===== config.mk =====
export PLATFORM = sky130hd
export DESIGN_NAME = eth_ipv4_l4_header_parser_top
export DESIGN_NICKNAME = d
export VERILOG_FILES = /design/src/rtl/eipp_pkg.sv /design/src/rtl/eipp_front.sv /design/src/rtl/eipp_queue.sv /design/src/rtl/eipp_back.sv /design/src/rtl/eth_ipv4_l4_header_parser_top.sv
export VERILOG_INCLUDE_DIRS = /design/src /design/src/rtl
export SDC_FILE = /design/constraint.sdc
export NUM_CORES = 1
export LEC_CHECK = 0
export BUFFER_PORTS_ARGS = -buffer_cell sky130_fd_sc_hd__buf_2
export CORE_MARGIN = 10
export CORE_UTILIZATION = 47
export DETAILED_ROUTE_END_ITERATION = 8
export GPL_ROUTABILITY_DRIVEN = 0
export GPL_TIMING_DRIVEN = 0
export PLACE_DENSITY = 0.67
export SYNTH_ARGS = -nofsm -noshare
export SYNTH_HDL_FRONTEND = slang
export SYNTH_HIERARCHICAL = 1
export SYNTH_SLANG_ARGS = --single-unit

===== constraint.sdc =====
create_clock -name clk -period 10.3 [get_ports clk]
set_input_delay 2.06 -clock clk [delete_from_list [all_inputs] [get_ports clk]]
set_output_delay 2.06 -clock clk [all_outputs]
set_load 0.05 [all_outputs]

===== src/rtl/eth_ipv4_l4_header_parser_top_macros.svh =====
// Assertion helpers shared by the parser modules. Each expects clk and arst_n in scope.
`ifndef ETH_IPV4_L4_HEADER_PARSER_TOP_MACROS_SVH
`define ETH_IPV4_L4_HEADER_PARSER_TOP_MACROS_SVH

// The consequent must hold in the same cycle as the antecedent.
`define EIPP_ASSERT_SAME(lbl, ante, cons, msg) \
	lbl: assert property (@(posedge clk) disable iff (!arst_n) (ante) |-> (cons)) \
		else $error(msg);

// The consequent must hold in the cycle after the antecedent.
`define EIPP_ASSERT_NEXT(lbl, ante, cons, msg) \
	lbl: assert property (@(posedge clk) disable iff (!arst_n) (ante) |=> (cons)) \
		else $error(msg);

`endif


===== src/rtl/eipp_pkg.sv =====
`timescale 1ns / 1ps

package eipp_pkg;

	// Width of the frame byte counter; it saturates at its all-ones value.
	localparam int unsigned CNT_W = 16;

	localparam int unsigned ETH_LEN     = 14;
	localparam int unsigned UDP_HDR     = 8;
	localparam int unsigned DNS_HDR     = 12;
	localparam int unsigned MIN_HDR     = 20;
	localparam int unsigned PROTO_TCP   = 6;
	localparam int unsigned PROTO_UDP   = 17;
	localparam int unsigned DNS_PORT_RST = 53;

	// Depth of the queue between front and back.
	localparam int unsigned Q_DEPTH = 2;
	localparam int unsigned QPTR_W  = (Q_DEPTH > 1) ? $clog2(Q_DEPTH) : 1;
	localparam int unsigned QCNT_W  = $clog2(Q_DEPTH + 1);

	typedef enum logic [3:0] {
		ST_TCP       = 4'd0,
		ST_UDP       = 4'd1,
		ST_DNS_QUERY = 4'd2,
		ST_DNS_RESP  = 4'd3,
		ST_OTHER     = 4'd4,
		ST_BAD_IP    = 4'd5,
		ST_BAD_TCP   = 4'd6,
		ST_DNS_SHORT = 4'd7,
		ST_TRUNC     = 4'd8
	} status_t;

	// Everything latched for one frame, handed from front to back.
	typedef struct packed {
		logic [15:0]      frame_type;
		logic [3:0]       version;
		logic [5:0]       hdr_bytes;
		logic [7:0]       ttl;
		logic [7:0]       protocol;
		logic [31:0]      src_addr;
		logic [31:0]      dst_addr;
		logic [15:0]      sport;
		logic [15:0]      dport;
		logic [15:0]      udp_len;
		logic [5:0]       flags;
		logic [5:0]       tcp_hdr_bytes;
		logic             dns_qr;
		logic [CNT_W-1:0] cap_len;
	} frame_rec_t;

endpackage


===== src/rtl/eipp_front.sv =====
`timescale 1ns / 1ps
`include "eth_ipv4_l4_header_parser_top_macros.svh"

module eipp_front (
	input  logic                 clk,
	input  logic                 arst_n,
	input  logic                 in_valid,
	output logic                 in_stall,
	input  logic [7:0]           data_byte,
	input  logic                 last_byte,
	input  logic                 q_full,
	output logic                 q_push,
	output eipp_pkg::frame_rec_t q_rec
);

	localparam logic [eipp_pkg::CNT_W-1:0] CNT_MAX = {eipp_pkg::CNT_W{1'b1}};

	logic [eipp_pkg::CNT_W-1:0] offset_q;
	logic [15:0] type_q, sport_q, dport_q, udp_len_q;
	logic [3:0]  version_q;
	logic [5:0]  hdr_bytes_q, tcp_hdr_q, flags_q;
	logic [7:0]  ttl_q, proto_q;
	logic [31:0] src_q, dst_q;
	logic        dns_qr_q;

	logic [15:0] type_d, sport_d, dport_d, udp_len_d;
	logic [3:0]  version_d;
	logic [5:0]  hdr_bytes_d, tcp_hdr_d, flags_d;
	logic [7:0]  ttl_d, proto_d;
	logic [31:0] src_d, dst_d;
	logic        dns_qr_d;

	logic [eipp_pkg::CNT_W-1:0] l4_start, l4_rel, offset_inc;
	logic                       in_l4;
	logic [3:0]                 rel;
	logic                       accept;

	assign in_stall = q_full;
	assign accept   = in_valid && !q_full;
	assign q_push   = accept && last_byte;

	assign offset_inc = (offset_q == CNT_MAX) ? offset_q : offset_q + 1'b1;

	// The transport header begins right after the IP header, once its length is sane.
	assign l4_start = eipp_pkg::CNT_W'(eipp_pkg::ETH_LEN) + eipp_pkg::CNT_W'(hdr_bytes_q);
	assign l4_rel   = offset_q - l4_start;
	assign in_l4    = (offset_q >= eipp_pkg::CNT_W'(eipp_pkg::ETH_LEN + 1))
		&& (hdr_bytes_q >= 6'(eipp_pkg::MIN_HDR))
		&& (offset_q >= l4_start) && (l4_rel < eipp_pkg::CNT_W'(14));
	assign rel = l4_rel[3:0];

	always_comb begin
		type_d      = type_q;
		version_d   = version_q;
		hdr_bytes_d = hdr_bytes_q;
		ttl_d       = ttl_q;
		proto_d     = proto_q;
		src_d       = src_q;
		dst_d       = dst_q;
		sport_d     = sport_q;
		dport_d     = dport_q;
		udp_len_d   = udp_len_q;
		tcp_hdr_d   = tcp_hdr_q;
		flags_d     = flags_q;
		dns_qr_d    = dns_qr_q;
		if (offset_q == eipp_pkg::CNT_W'(12)) begin
			type_d[15:8] = data_byte;
		end else if (offset_q == eipp_pkg::CNT_W'(13)) begin
			type_d[7:0] = data_byte;
		end else if (offset_q == eipp_pkg::CNT_W'(14)) begin
			version_d   = data_byte[7:4];
			hdr_bytes_d = {data_byte[3:0], 2'b00};
		end else if (offset_q == eipp_pkg::CNT_W'(22)) begin
			ttl_d = data_byte;
		end else if (offset_q == eipp_pkg::CNT_W'(23)) begin
			proto_d = data_byte;
		end else if (offset_q >= eipp_pkg::CNT_W'(26) && offset_q <= eipp_pkg::CNT_W'(29)) begin
			src_d = {src_q[23:0], data_byte};
		end else if (offset_q >= eipp_pkg::CNT_W'(30) && offset_q <= eipp_pkg::CNT_W'(33)) begin
			dst_d = {dst_q[23:0], data_byte};
		end
		if (in_l4) begin
			case (rel)
				4'd0:    sport_d[15:8]   = data_byte;
				4'd1:    sport_d[7:0]    = data_byte;
				4'd2:    dport_d[15:8]   = data_byte;
				4'd3:    dport_d[7:0]    = data_byte;
				4'd4:    udp_len_d[15:8] = data_byte;
				4'd5:    udp_len_d[7:0]  = data_byte;
				4'd10:   dns_qr_d        = data_byte[7];
				4'd12:   tcp_hdr_d       = {data_byte[7:4], 2'b00};
				4'd13:   flags_d         = data_byte[5:0];
				default: ;
			endcase
		end
	end

	// The request leaves with the fields as updated by its own last byte.
	always_comb begin
		q_rec.frame_type    = type_d;
		q_rec.version       = version_d;
		q_rec.hdr_bytes     = hdr_bytes_d;
		q_rec.ttl           = ttl_d;
		q_rec.protocol      = proto_d;
		q_rec.src_addr      = src_d;
		q_rec.dst_addr      = dst_d;
		q_rec.sport         = sport_d;
		q_rec.dport         = dport_d;
		q_rec.udp_len       = udp_len_d;
		q_rec.flags         = flags_d;
		q_rec.tcp_hdr_bytes = tcp_hdr_d;
		q_rec.dns_qr        = dns_qr_d;
		q_rec.cap_len       = offset_inc;
	end

	always_ff @(posedge clk or negedge arst_n) begin
		if (!arst_n) begin
			offset_q    <= '0;
			type_q      <= '0;
			version_q   <= '0;
			hdr_bytes_q <= '0;
			ttl_q       <= '0;
			proto_q     <= '0;
			src_q       <= '0;
			dst_q       <= '0;
			sport_q     <= '0;
			dport_q     <= '0;
			udp_len_q   <= '0;
			tcp_hdr_q   <= '0;
			flags_q     <= '0;
			dns_qr_q    <= 1'b0;
		end else if (accept) begin
			if (last_byte) begin
				offset_q    <= '0;
				type_q      <= '0;
				version_q   <= '0;
				hdr_bytes_q <= '0;
				ttl_q       <= '0;
				proto_q     <= '0;
				src_q       <= '0;
				dst_q       <= '0;
				sport_q     <= '0;
				dport_q     <= '0;
				udp_len_q   <= '0;
				tcp_hdr_q   <= '0;
				flags_q     <= '0;
				dns_qr_q    <= 1'b0;
			end else begin
				offset_q    <= offset_inc;
				type_q      <= type_d;
				version_q   <= version_d;
				hdr_bytes_q <= hdr_bytes_d;
				ttl_q       <= ttl_d;
				proto_q     <= proto_d;
				src_q       <= src_d;
				dst_q       <= dst_d;
				sport_q     <= sport_d;
				dport_q     <= dport_d;
				udp_len_q   <= udp_len_d;
				tcp_hdr_q   <= tcp_hdr_d;
				flags_q     <= flags_d;
				dns_qr_q    <= dns_qr_d;
			end
		end
	end

	`EIPP_ASSERT_NEXT(a_frame_restart, q_push, (offset_q == '0) && (hdr_bytes_q == '0), "frame state not cleared after last byte")

endmodule


===== src/rtl/eipp_queue.sv =====
`timescale 1ns / 1ps
`include "eth_ipv4_l4_header_parser_top_macros.svh"

module eipp_queue (
	input  logic                 clk,
	input  logic                 arst_n,
	input  logic                 push,
	input  eipp_pkg::frame_rec_t push_rec,
	output logic                 full,
	input  logic                 pop,
	output logic                 empty,
	output eipp_pkg::frame_rec_t head_rec
);

	eipp_pkg::frame_rec_t mem_q [eipp_pkg::Q_DEPTH];

	logic [eipp_pkg::QPTR_W-1:0] wr_ptr_q, rd_ptr_q;
	logic [eipp_pkg::QCNT_W-1:0] count_q;

	localparam logic [eipp_pkg::QPTR_W-1:0] PTR_LAST = eipp_pkg::QPTR_W'(eipp_pkg::Q_DEPTH - 1);
	localparam logic [eipp_pkg::QCNT_W-1:0] CNT_FULL = eipp_pkg::QCNT_W'(eipp_pkg::Q_DEPTH);

	assign full     = (count_q == CNT_FULL);
	assign empty    = (count_q == '0);
	assign head_rec = mem_q[rd_ptr_q];

	always_ff @(posedge clk) begin
		if (push) begin
			mem_q[wr_ptr_q] <= push_rec;
		end
	end

	always_ff @(posedge clk or negedge arst_n) begin
		if (!arst_n) begin
			wr_ptr_q <= '0;
			rd_ptr_q <= '0;
			count_q  <= '0;
		end else begin
			if (push) begin
				wr_ptr_q <= (wr_ptr_q == PTR_LAST) ? '0 : wr_ptr_q + 1'b1;
			end
			if (pop) begin
				rd_ptr_q <= (rd_ptr_q == PTR_LAST) ? '0 : rd_ptr_q + 1'b1;
			end
			if (push && !pop) begin
				count_q <= count_q + 1'b1;
			end else if (pop && !push) begin
				count_q <= count_q - 1'b1;
			end
		end
	end

	`EIPP_ASSERT_SAME(a_no_overflow, push, !full, "request pushed into a full queue")
	`EIPP_ASSERT_SAME(a_no_underflow, pop, !empty, "request popped from an empty queue")

endmodule


===== src/rtl/eipp_back.sv =====
`timescale 1ns / 1ps
`include "eth_ipv4_l4_header_parser_top_macros.svh"

module eipp_back (
	input  logic                 clk,
	input  logic                 arst_n,
	input  logic [15:0]          dns_port_val,
	input  logic                 q_empty,
	input  eipp_pkg::frame_rec_t head_rec,
	output logic                 q_pop,
	output logic                 out_valid,
	input  logic                 out_stall,
	output logic [15:0]          frame_type,
	output logic [3:0]           ip_version,
	output logic [5:0]           ip_header_bytes,
	output logic [7:0]           hop_limit,
	output logic [7:0]           ip_protocol,
	output logic [31:0]          source_address,
	output logic [31:0]          dest_address,
	output logic [15:0]          source_port,
	output logic [15:0]          dest_port,
	output logic [5:0]           tcp_flag_bits,
	output logic [15:0]          payload_bytes,
	output logic [3:0]           status
);

	logic        out_valid_q;
	logic [15:0] type_q, sport_q, dport_q, pay_q;
	logic [3:0]  version_q;
	logic [5:0]  hdr_q, flags_q;
	logic [7:0]  ttl_q, proto_q;
	logic [31:0] src_q, dst_q;
	eipp_pkg::status_t st_q;

	logic [15:0] cap, ip_end, tcp_end, sport_c, dport_c, pay_c;
	logic [5:0]  flags_c;
	logic        bad_ip;
	eipp_pkg::status_t st_c;

	assign q_pop = !q_empty && (!out_valid_q || !out_stall);

	assign cap     = 16'(head_rec.cap_len);
	assign ip_end  = 16'(eipp_pkg::ETH_LEN) + 16'(head_rec.hdr_bytes);
	assign tcp_end = ip_end + 16'(head_rec.tcp_hdr_bytes);

	always_comb begin
		sport_c = '0;
		dport_c = '0;
		flags_c = '0;
		pay_c   = '0;
		bad_ip  = 1'b0;
		st_c    = eipp_pkg::ST_OTHER;
		if (cap < 16'(eipp_pkg::ETH_LEN + 1)) begin
			st_c = eipp_pkg::ST_TRUNC;
		end else if (head_rec.hdr_bytes < 6'(eipp_pkg::MIN_HDR)) begin
			st_c   = eipp_pkg::ST_BAD_IP;
			bad_ip = 1'b1;
		end else if (cap < ip_end) begin
			st_c = eipp_pkg::ST_TRUNC;
		end else if (head_rec.protocol == 8'(eipp_pkg::PROTO_TCP)) begin
			if (cap < ip_end + 16'(eipp_pkg::MIN_HDR)) begin
				st_c = eipp_pkg::ST_TRUNC;
			end else begin
				sport_c = head_rec.sport;
				dport_c = head_rec.dport;
				flags_c = head_rec.flags;
				pay_c   = (cap > tcp_end) ? cap - tcp_end : '0;
				st_c    = (head_rec.tcp_hdr_bytes < 6'(eipp_pkg::MIN_HDR))
					? eipp_pkg::ST_BAD_TCP : eipp_pkg::ST_TCP;
			end
		end else if (head_rec.protocol == 8'(eipp_pkg::PROTO_UDP)) begin
			if (cap < ip_end + 16'(eipp_pkg::UDP_HDR)) begin
				st_c = eipp_pkg::ST_TRUNC;
			end else begin
				sport_c = head_rec.sport;
				dport_c = head_rec.dport;
				pay_c   = (head_rec.udp_len > 16'(eipp_pkg::UDP_HDR))
					? head_rec.udp_len - 16'(eipp_pkg::UDP_HDR) : '0;
				if (head_rec.sport == dns_port_val || head_rec.dport == dns_port_val) begin
					if (cap < ip_end + 16'(eipp_pkg::UDP_HDR + eipp_pkg::DNS_HDR)) begin
						st_c = eipp_pkg::ST_DNS_SHORT;
					end else begin
						st_c = head_rec.dns_qr ? eipp_pkg::ST_DNS_RESP : eipp_pkg::ST_DNS_QUERY;
					end
				end else begin
					st_c = eipp_pkg::ST_UDP;
				end
			end
		end
	end

	always_ff @(posedge clk or negedge arst_n) begin
		if (!arst_n) begin
			out_valid_q <= 1'b0;
		end else if (q_pop) begin
			out_valid_q <= 1'b1;
		end else if (!out_stall) begin
			out_valid_q <= 1'b0;
		end
	end

	always_ff @(posedge clk) begin
		if (q_pop) begin
			type_q    <= head_rec.frame_type;
			version_q <= head_rec.version;
			hdr_q     <= head_rec.hdr_bytes;
			ttl_q     <= bad_ip ? '0 : head_rec.ttl;
			proto_q   <= bad_ip ? '0 : head_rec.protocol;
			src_q     <= bad_ip ? '0 : head_rec.src_addr;
			dst_q     <= bad_ip ? '0 : head_rec.dst_addr;
			sport_q   <= sport_c;
			dport_q   <= dport_c;
			flags_q   <= flags_c;
			pay_q     <= pay_c;
			st_q      <= st_c;
		end
	end

	assign out_valid       = out_valid_q;
	assign frame_type      = type_q;
	assign ip_version      = version_q;
	assign ip_header_bytes = hdr_q;
	assign hop_limit       = ttl_q;
	assign ip_protocol     = proto_q;
	assign source_address  = src_q;
	assign dest_address    = dst_q;
	assign source_port     = sport_q;
	assign dest_port       = dport_q;
	assign tcp_flag_bits   = flags_q;
	assign payload_bytes   = pay_q;
	assign status          = st_q;

	`EIPP_ASSERT_SAME(a_bad_ip_clean, out_valid_q && (st_q == eipp_pkg::ST_BAD_IP), (src_q == '0) && (sport_q == '0) && (pay_q == '0), "bad IP result carries addresses or ports")
	`EIPP_ASSERT_SAME(a_udp_no_flags, out_valid_q && (st_q != eipp_pkg::ST_TCP) && (st_q != eipp_pkg::ST_BAD_TCP), flags_q == '0, "TCP flags reported on a non-TCP result")

endmodule


===== src/rtl/eth_ipv4_l4_header_parser_top.sv =====
`timescale 1ns / 1ps
// Ethernet / IPv4 / TCP / UDP header parser.
// Input channel: one captured frame byte per request on data_byte, starting at the
// destination MAC, with last_byte set on the final byte. A request is taken on a clock
// edge with in_valid high and in_stall low. One byte is taken per cycle while not stalled.
// Output channel: one summary per frame (addresses, ports, flags, payload length and
// status), taken on an edge with out_valid high and out_stall low.
// After the last byte is taken, the frame's fields are written into a two-entry frame
// queue and then into the back's classification register, which raises out_valid.
// Throughput: one byte per cycle while in_stall is low; a frame of any length, down to one
// byte, can follow the previous one in the next cycle.
// When the receiver stalls the output holds and the queue fills; in_stall rises only
// once two finished frames wait behind the held summary. Until then bytes are taken as
// usual; while in_stall is high no byte at all is taken.
// Reset clears the byte counter, latched fields, queue and output valid; dns_port goes to 53.
// The user must write dns_port (dns_port_wen) only while the block is idle; not enforced.

module eth_ipv4_l4_header_parser_top (
	input  logic        clk,
	input  logic        arst_n,
	input  logic        dns_port_wen,
	input  logic [15:0] dns_port_wdata,
	input  logic        in_valid,
	output logic        in_stall,
	input  logic [7:0]  data_byte,
	input  logic        last_byte,
	output logic        out_valid,
	input  logic        out_stall,
	output logic [15:0] frame_type,
	output logic [3:0]  ip_version,
	output logic [5:0]  ip_header_bytes,
	output logic [7:0]  hop_limit,
	output logic [7:0]  ip_protocol,
	output logic [31:0] source_address,
	output logic [31:0] dest_address,
	output logic [15:0] source_port,
	output logic [15:0] dest_port,
	output logic [5:0]  tcp_flag_bits,
	output logic [15:0] payload_bytes,
	output logic [3:0]  status
);

	logic [15:0]          dns_port_q;
	logic                 q_full, q_empty, q_push, q_pop;
	eipp_pkg::frame_rec_t push_rec, head_rec;

	always_ff @(posedge clk or negedge arst_n) begin
		if (!arst_n) begin
			dns_port_q <= 16'(eipp_pkg::DNS_PORT_RST);
		end else if (dns_port_wen) begin
			dns_port_q <= dns_port_wdata;
		end
	end

	eipp_front u_front (
		.clk       (clk),
		.arst_n    (arst_n),
		.in_valid  (in_valid),
		.in_stall  (in_stall),
		.data_byte (data_byte),
		.last_byte (last_byte),
		.q_full    (q_full),
		.q_push    (q_push),
		.q_rec     (push_rec)
	);

	eipp_queue u_queue (
		.clk      (clk),
		.arst_n   (arst_n),
		.push     (q_push),
		.push_rec (push_rec),
		.full     (q_full),
		.pop      (q_pop),
		.empty    (q_empty),
		.head_rec (head_rec)
	);

	eipp_back u_back (
		.clk             (clk),
		.arst_n          (arst_n),
		.dns_port_val    (dns_port_q),
		.q_empty         (q_empty),
		.head_rec        (head_rec),
		.q_pop           (q_pop),
		.out_valid       (out_valid),
		.out_stall       (out_stall),
		.frame_type      (frame_type),
		.ip_version      (ip_version),
		.ip_header_bytes (ip_header_bytes),
		.hop_limit       (hop_limit),
		.ip_protocol     (ip_protocol),
		.source_address  (source_address),
		.dest_address    (dest_address),
		.source_port     (source_port),
		.dest_port       (dest_port),
		.tcp_flag_bits   (tcp_flag_bits),
		.payload_bytes   (payload_bytes),
		.status          (status)
	);

endmodule

==> impl_results.md <==
* Status: finished, final reports clean
* Worst setup path end: u_back/payload_bytes[4]
* Dpl cell area at 36,120 µm²
* Effective utilization at floorplan at a little under half
* Pre-CTS WS at 4459 ps
* PwrDens at 295.7 nW/µm²
* Non-filler cells, final at 3,672
* Synth Instances at 2,379
* Final setup fails at 0
* Clock slew at reported path FFs at ~60 ps
* Post-cts resize count at 0
* Mean Syn Cell Area at 14.11 µm²
* DP Cell Count at 3,529
* Global Route Usage Sum at 20.16%
* Final Instance Area at approximately 39,000 µm²
* First-pass GRT wire length at about 130,000 µm
* Drt wl/cell at 23.01 µm
* Fill count at 5,723
* Synth cell count leaders: edfxtp_1 (530), mux2_2 (348), dfrtp_1 (200)
* Critical Path RT at 10,730 ps
* CTS tree: built
* Setup crit start: u_queue/rd_ptr_q
* Share of cells above drive strength 1 at 29.78%
* Relative slew slack at 20.65%
* Rows at 97
* LEAKAGE at 14.69 nW
* RSZ-0062 raised after global routing: false
* Via count at about 21,000
* Fin. max-slew vios at 0
* Fin. Hold Viols at 0
* Total Power at 11.42 mW
* R2R Path Start: u_queue/rd_ptr_q
* Layout net count at 2,749
* Clk Latency, worst-skew pair at 640 ps
* Setup_tns at 0 ps
* Leading area contributor after synthesis: edfxtp_1
* Setup Skew at 33.34 ps
* Core area at 70,390 µm²
* Main synth FF type: edfxtp_1
* Hold Crit Class: reg2reg
* Hold_buf cts at 0
* FF+latch count, synth at 734
* Slew @ Worst Pin at around 1200 ps
* Die height at 287.2 µm
* Most common cell in the netlist: edfxtp_1
* Post-CTS Repair Setup Buffers at 0
* Worst Path Max Fanout at 10
* Total wire length at 84,500 µm
* Clk root buf: clkbuf_16
* Antenna Violating Nets Remaining at 0
* Die ar. at between 80,000 and 90,000 µm²
* Drt drc at 0
* Initial antenna violation count at 6
* Top cells by area, synth: edfxtp_1 (47%), dfrtp_1 (15%), mux2_2 (12%)
* Reg2Reg Setup Slack at 4370 ps
* Synthesized cell area at around 34,000 µm²
* Worst Setup Slack, final at 4366 ps
* VDD IR max at 0.2465 mV
* Slowest stage delay, CP at 610 ps
* DPL Wire Length at 59,470 µm
* Period Utilization, post-route at 57.61%
* DIE WIDTH at 287.2 µm
* Crit-path cells: buf_2, mux2_2, inv_1, ha_1, xor2_1, ha_1, o21ai_0, nand2b_1, a21o_1, a21oi_1, xnor2_1, ha_1, nand4_1, a211oi_1, o22ai_1, o31ai_2, clkbuf_1, nand2_1, a21oi_1
* Yosys cell types at 85
* RR Endpoint: u_back/payload_bytes[4]
* Area Growth Syn to Fin at 15.05%
* Post-synth EDFFs at 530
* Min Tclk post-route at approximately 5900 ps
* Vias in the first global route at ~22,000
* Critical path startpoint category: flop
* Most frequent CP cell: ha_1
* Grt total ovfl at 0
* Max-Cap Viols at 0
* Synth top area share at 47.43%
* H-Tree Depth at 3
* Seq/Total Area, Yosys at between 60% and 70%
* Drt first pass iters at 9
* YS warnings at 6
* Critical setup path kind: reg2reg
* Final Util at 54.85%
* Drt via density at just under 6
* TritonCTS buffer count at between 70 and 80
* Longest Clk Path Bufs at 3
* Initial DRC Count at around 2,200
* # IOs at roughly 200
* Largest net degree at the start of global routing at 117
* Worst reg-to-reg path cell count at 19
* Critical Path End Type: flop
* Slowest-stage cell, CP: a211oi_1
* F_max at ~170 MHz
* Worst hold slack at 492.2 ps
* PortBufs at 193
* CTS sink cnt at between 700 and 800
* Nets in the synthesized netlist at 2,460
* FFs w/ async S/R, synth at 27.79%
* Worst endpoint data arrival time at ~6400 ps
## flip-flops by register name, summed over array words and instances (netlist names), 8 cells and up
| signal | cells |
|---|---|
| u_back/frame_type | 16 |
| dns_port_q | 16 |
| u_back/source_address | 32 |
| u_back/payload_bytes | 16 |
| u_front/proto_q | 8 |
| u_front/dst_q | 32 |
| u_queue/mem_q | 366 |
| u_front/ttl_q | 8 |
| u_front/udp_len_q | 16 |
| u_front/type_q | 16 |
| u_front/sport_q | 16 |
| u_front/src_q | 32 |
| u_back/ip_protocol | 8 |
| u_back/hop_limit | 8 |
| u_back/dest_address | 32 |
| u_back/dest_port | 16 |
| u_back/source_port | 16 |
| u_front/offset_q | 16 |
| u_front/dport_q | 16 |
## area by class of cell
cell class | instances | area [µm²] | area share, %
Buffer | 152 | 793.3 | 2.055
Clock buffer | 105 | 2133 | 5.525
Sequential cell | 734 | 21030 | 54.46
Inverter | 40 | 150.1 | 0.3889
Tap cell | 940 | 1176 | 3.046
Clock inverter | 36 | 354.1 | 0.9171
Timing Repair Buffer | 210 | 1361 | 3.526
Multi-Input combinational cell | 1453 | 11610 | 30.07
Antenna cell | 2 | 5.005 | 0.01296
## cells by family after synthesis
logic type      Yosys count  share of synthesized area [%]
xor+xnor                 86                          2.245
compound gates          432                          9.470
mux                     364                          12.38
fa+ha+maj                51                          1.969
simple gates            520                          8.475
buf+inv                 192                          2.811
flops                   734                          62.65
## power breakdown
part / internal, mW / leakage (nW) / total (mW) / switching, mW
Combinational: 1.44 / 5.78 / 4.32 / 2.88
Clock: 1.57 / 1.20 / 2.73 / 1.16
Sequential: 4.06 / 7.70 / 4.37 / 0.308
## critical path: cells and delay by family, from the launching register on
family / cells / cell delay (ps)
multiplexers: 1 / 480
AND/OR/NAND/NOR: 3 / 370
AO/OA/AOI/OAI: 7 / 2100
flip-flops: 1 / 390
adder cells (fa/ha/maj): 3 / 910
buffers and inverters: 3 / 900
XOR/XNOR: 2 / 570
## per-layer routing
| layer | part of all wire [%] | up-vias | global-route usage, % |
|---|---|---|---|
| li1 | - | 9619 | - |
| met5 | 0.034 | - | 0 |
| met3 | 6.9 | 139 | 3.817 |
| met4 | 2.3 | 4 | 6.087 |
| met2 | 48 | 773 | 32.80 |
| met1 | 43 | 10810 | 27.10 |
## how the worst min path moves through the flow
stage                                  start                 end  slack, ps  depth (start not counted)
after global placement    u_queue/count_q[1]  u_queue/count_q[1]        480                          1
after floorplan           u_queue/count_q[1]  u_queue/count_q[1]        460                          1
after CTS                 u_queue/count_q[1]  u_queue/count_q[1]        500                          1
after global routing      u_queue/count_q[1]  u_queue/count_q[1]        510                          1
after detailed placement  u_front/proto_q[2]  u_front/proto_q[2]        480                          1
final                     u_queue/count_q[1]  u_queue/count_q[1]        490                          1
## cells in the final DEF (no fill, tap or decap), types with 31 or more instances in the layout
| cell | instances |
|---|---|
| inv_1 | 40 |
| clkbuf_16 | 78 |
| a21oi_1 | 50 |
| nand2_1 | 155 |
| and2_1 | 96 |
| a22oi_1 | 33 |
| dfrtp_1 | 200 |
| a22o_1 | 72 |
| and2_4 | 31 |
| clkbuf_1 | 109 |
| xor2_1 | 55 |
| nor2_1 | 45 |
| o21ai_0 | 67 |
| o311ai_0 | 31 |
| ha_1 | 48 |
| buf_2 | 222 |
| o211ai_1 | 81 |
| mux2_2 | 348 |
| edfxtp_1 | 530 |
| xnor2_1 | 31 |
No activity file was read; power rests on OpenSTA's default activity.
